===== config.mk =====
export PLATFORM = sky130hd
export DESIGN_NAME = cwm_sorter
export DESIGN_NICKNAME = d
export VERILOG_FILES = /design/src/rtl/cwm_pkg.sv /design/src/rtl/cwm_sorter.sv
export SDC_FILE = /design/constraint.sdc
export NUM_CORES = 2
export LEC_CHECK = 0
export BUFFER_PORTS_ARGS = -buffer_cell sky130_fd_sc_hd__buf_2
export CAP_MARGIN = 20
export CORE_MARGIN = 5
export CORE_UTILIZATION = 46
export CTS_CLUSTER_SIZE = 14
export DETAILED_ROUTE_END_ITERATION = 16
export SETUP_SLACK_MARGIN = 0.15
export SLEW_MARGIN = 15
export SYNTH_ARGS = -nofsm -noshare
export SYNTH_HDL_FRONTEND = slang
export SYNTH_SLANG_ARGS = --single-unit
export TNS_END_PERCENT = 50

===== constraint.sdc =====
create_clock -name clk -period 4.2 [get_ports clk]
set_clock_uncertainty 0.1 [all_clocks]
set_input_delay 0.84 -clock clk [delete_from_list [all_inputs] [get_ports clk]]
set_output_delay 0.84 -clock clk [all_outputs]
set_load 0.02 [all_outputs]

===== src/rtl/cwm_pkg.sv =====
// ----------------------------------------------------------------------------
// cwm_pkg
// Shared constants and types for the clipped-window median filter.
// ----------------------------------------------------------------------------
package cwm_pkg;

  localparam int DEF_MAX_WIDTH  = 1024;
  localparam int DEF_MAX_RADIUS = 3;
  localparam int DEF_PIXEL_BITS = 16;

  localparam int ROW_W      = 12;  // row counters, rows up to 4096
  localparam int OUT_COL_W  = 10;
  localparam int RAD_W      = 3;   // effective radius, up to 3 (2-bit config field)
  localparam int CFG_IDX_W  = 2;
  localparam int CFG_DATA_W = 13;
  localparam int CFG_WID_W  = 11;
  localparam int CFG_HGT_W  = 13;
  localparam int CFG_RAD_W  = 2;
  localparam int ROW_LIMIT  = 4096;

  localparam logic [CFG_WID_W-1:0] RST_WIDTH  = 11'd640;
  localparam logic [CFG_HGT_W-1:0] RST_HEIGHT = 13'd480;
  localparam logic [CFG_RAD_W-1:0] RST_RADIUS = 2'd1;

  typedef enum logic [CFG_IDX_W-1:0] {
    CFG_IMAGE_WIDTH   = 2'd0,
    CFG_IMAGE_HEIGHT  = 2'd1,
    CFG_WINDOW_RADIUS = 2'd2
  } cfg_idx_t;

  // control from the sequencer to the sort array
  typedef struct packed {
    logic clear;
    logic insert;
    logic shift;
  } sort_ctl_t;

endpackage


===== src/rtl/cwm_sorter.sv =====
// ----------------------------------------------------------------------------
// cwm_sorter
// Insertion sort array: values enter one per cycle while insert is set and stay in ascending
// order; shifting toward the head drops the smallest value.
// ----------------------------------------------------------------------------
module cwm_sorter #(
  parameter int PIXEL_BITS = cwm_pkg::DEF_PIXEL_BITS,
  parameter int DEPTH      = 49
) (
  input  logic                  clk,
  input  logic                  rst_n,
  input  cwm_pkg::sort_ctl_t    ctl,
  input  logic [PIXEL_BITS-1:0] din,
  output logic [PIXEL_BITS-1:0] head
);

  logic [PIXEL_BITS-1:0] s_r   [DEPTH];
  logic [DEPTH-1:0]      vld_r;
  logic [DEPTH-1:0]      ins;

  for (genvar i = 0; i < DEPTH; i++) begin : g_slot
    logic prev_ins;
    logic prev_vld;
    logic [PIXEL_BITS-1:0] prev_s;
    logic [PIXEL_BITS-1:0] next_s;
    logic next_vld;

    if (i == 0) begin : g_first
      assign prev_ins = 1'b0;
      assign prev_vld = 1'b1;
      assign prev_s   = din;
    end else begin : g_rest
      assign prev_ins = ins[i-1];
      assign prev_vld = vld_r[i-1];
      assign prev_s   = s_r[i-1];
    end

    if (i == DEPTH - 1) begin : g_last
      assign next_s   = s_r[i];
      assign next_vld = 1'b0;
    end else begin : g_mid
      assign next_s   = s_r[i+1];
      assign next_vld = vld_r[i+1];
    end

    assign ins[i] = !vld_r[i] || (din < s_r[i]);

    always_ff @(posedge clk) begin
      if (!rst_n) begin
        vld_r[i] <= 1'b0;
      end else if (ctl.clear) begin
        vld_r[i] <= 1'b0;
      end else if (ctl.insert) begin
        vld_r[i] <= vld_r[i] | prev_vld;
      end else if (ctl.shift) begin
        vld_r[i] <= next_vld;
      end
    end

    always_ff @(posedge clk) begin
      if (ctl.insert && ins[i]) begin
        s_r[i] <= prev_ins ? prev_s : din;
      end else if (ctl.shift) begin
        s_r[i] <= next_s;
      end
    end
  end

  assign head = s_r[0];

  if (DEPTH > 1) begin : g_chk
    a_sorted: assert property (@(posedge clk) disable iff (!rst_n)
      vld_r[1] |-> (s_r[0] <= s_r[1]))
      else $error("sort array out of order");
  end

  a_shift_valid: assert property (@(posedge clk) disable iff (!rst_n)
    ctl.shift |-> vld_r[0])
    else $error("shift of empty sort array");

  a_one_op: assert property (@(posedge clk) disable iff (!rst_n)
    !(ctl.insert && ctl.shift))
    else $error("insert and shift together");

endmodule


==> flow_metrics.py <==
metrics = {
    "floorplan": {
        "core_area_sq_um": 134000,
        "rows": 134,
        "ios": 37,
        "die_w_microns": 377,
        "die_h_microns": 377,
        "dieArea_sq_um": 142000,
        "start_util_pct": 46.3,
    },
    "yosys": {
        "syn_area_sq_um": 62000,
        "syn-num-nets": 6209,
        "ys_ff_latch": 833,
        "yosys-top-cells-area": "edfxtp_1, mux2i_1, ha_1, inv_1, a21oi_1",
        "ys_types": 48,
        "yosys.area.top_type": "edfxtp_1",
        "synth_top_cell_area_share_pct": 38.0,
        "syn_inst": 5453,
        "synth_seq_area_share_pct": 39.5,
        "yosysWarnings": 0,
        "syn_avg_cell_area_sq_um": 11.4,
    },
    "grt": {
        "grt_max_degree": 51,
        "grtUsageTotal_pct": 23.0,
        "grt_pass1_wl_microns": 260000,
        "antenna_found_initial": 0,
        "grt_pass1_vias": 45300,
        "grt_overflow": 0,
    },
    "critical_path": {
        "cp-start-kind": "input port",
        "r2r-start": "s_r[0][503]",
        "critical_path_class": "in -> reg",
        "crit_path_start": "din[1]",
        "crit_arrival_ps": 3540,
        "crit_fanout": 23,
        "cp.required_ps": 4520,
        "r2r_slack_ps": 1160,
        "end_kind": "flop",
    },
    "run_status": {
        "status": "completed",
    },
    "clock_network": {
        "cts_buffer_depth": 3,
        "htree_levels": 3,
        "postCtsHoldBufs": 0,
        "cts_setup_buffers": 0,
        "clock-sinks": 833,
        "cts_tree": "built",
        "path_clk_slew_ps": 60,
        "insertion_delay_ps": 700,
        "numCtsBuffers": 100,
        "cts_repair_resize_count": 0,
        "cts-root-buf": "clkbuf_16",
    },
    "power": {
        "p_leak_nw": 32.5,
        "finalPower_mw": 31.5,
        "ir_drop_mv": 0.291,
        "power_density_nw_per_um2": 452,
    },
    "finish": {
        "final_cells": 7576,
        "drive_gt1_share_pct": 12.8,
        "area_growth_pct": 12.3,
        "final_design_area_no_fill_sq_um": 69600,
        "final_nets": 6482,
        "seq_area_sq_um": 24500,
        "antennaDiodeCount": 0,
        "final_cell_mix": "mux2i_1, edfxtp_1, inv_1",
        "final_common_cell": "mux2i_1",
        "multi_input_area_sq_um": 33200,
        "num-fill-cells": 11900,
    },
    "sta": {
        "finalHoldViolCount": 0,
        "slew_violations": 0,
        "rsz0062_at_grt": "no",
        "tightest_slew_ps": 909,
        "timing.fmax_mhz": 310,
        "fin_tns_setup_ps": 0,
        "fin_ws_ps": 973,
        "max_slew_margin_pct": 39.4,
        "period_needed_ps": 3230,
        "setup_violations": 0,
        "fin_crit_sh_pct": 76.8,
    },
    "place": {
        "placed_cell_area_sq_um": 66600,
        "dp_cells": 7392,
        "io_buffer_count": 36,
        "place_hpwl_microns": 127000,
        "place_ws_ps": 296,
        "globalplace.congestion": 0.865,
    },
    "routing": {
        "ant_nets": 0,
        "drc_errors": 0,
        "first_pass_iters": 5,
        "routed_wl_microns": 167000,
        "viasPerCell": 5.71,
        "drtIter0Drc": 3056,
        "wl_per_cell_microns": 22.0,
        "num_vias": 43300,
    },
    "hold_path": {
        "hold_path.class": "reg -> reg",
        "worstHoldStart": "g_slot[19].next_vld",
    },
    "job": {
        "maxCapViolCount": 0,
    },
}
sequential cells by signal (all words and copies together), names as in the netlist:
register,flops
g_slot.next_vld,46
s_r,784
g_slot.prev_vld,3
worst paths after layout:
path | cells after the start | to
worst min-delay path | 2 | g_slot[19].next_vld
worst min register to register | 2 | g_slot[19].next_vld
worst max-delay path | 10 | s_r[1][11]
worst max register to register | 9 | s_r[1][11]
power by group:
part / internal (mW) / total (mW) / switching (mW)
Clock: 4.78 / 8.40 / 3.62
Combinational: 4.26 / 9.95 / 5.69
Sequential: 11.8 / 13.1 / 1.32
Total: 20.8 / 31.5 / 10.6
critical path, stage by stage:
cell and delay [ps]:
buf_4 440, buf_12 240, ha_1 170, a211o_1 110, a31oi_1 40, o21a_1 220, o41ai_2 680, buf_4 390
mux2i_1 230, mux2i_1 110
synthesized netlist by cell type (all sizes together):
cell type	instances
nor4	1
mux2i	1413
o2bb2ai	1
inv	763
a41o	1
a21oi	227
or4	1
o21bai	70
a211oi	27
dfxtp	49
nand3	59
a21o	74
nand4	39
mux2	124
clkbuf	96
nand2	136
nor2	76
o221a	24
nand2b	24
o21a	24
a22oi	26
and3	45
a211o	45
o41a	1
nor3	23
ha	735
nor2b	26
a21boi	1
o41ai	23
buf	175
edfxtp	784
o211ai	68
a31oi	24
o311a	1
o31ai	2
o21ai	200
a22o	22
a221oi	23
layer usage:
metal | vias to the layer above | wire length (microns) | global-route usage [%]
met3 | 204 | 7330 | 2.47
met5 | - | 0 | 0
met4 | 0 | 3170 | 5.30
met2 | 905 | 76100 | 37.5
met1 | 21400 | 79900 | 32.9
li1 | 20700 | - | -
cells by family (layout without fill, tap and decap cells):
| logic type | count (synthesis) | in the layout | synth area share [%] |
|---|---|---|---|
| compound gates | 884 | 884 | 9.95 |
| buf+inv | 1034 | 1389 | 7.28 |
| simple gates | 430 | 430 | 3.32 |
| fa+ha+maj | 735 | 735 | 14.8 |
| flops | 833 | 833 | 39.5 |
| mux | 1537 | 1537 | 25.1 |
stage by stage:
step / utilization (%) / hold WS [ps]
6_report: 52.0 / 431
3_3_place_gp: 49.8 / 412
3_5_place_dp: 49.8 / 421
5_1_grt: 52.0 / 467
4_1_cts: 52.0 / 431
2_1_floorplan: - / 370
area by class of cell:
cell class | count | share of cell area [%]
Clock inverter | 41 | 0.415
Clock buffer | 143 | 3.96
Multi-Input combinational cell | 3586 | 47.7
Inverter | 763 | 4.12
Timing Repair Buffer | 442 | 5.42
Sequential cell | 833 | 35.2
Tap cell | 1768 | 3.18
(Power assumes the default switching activity.)
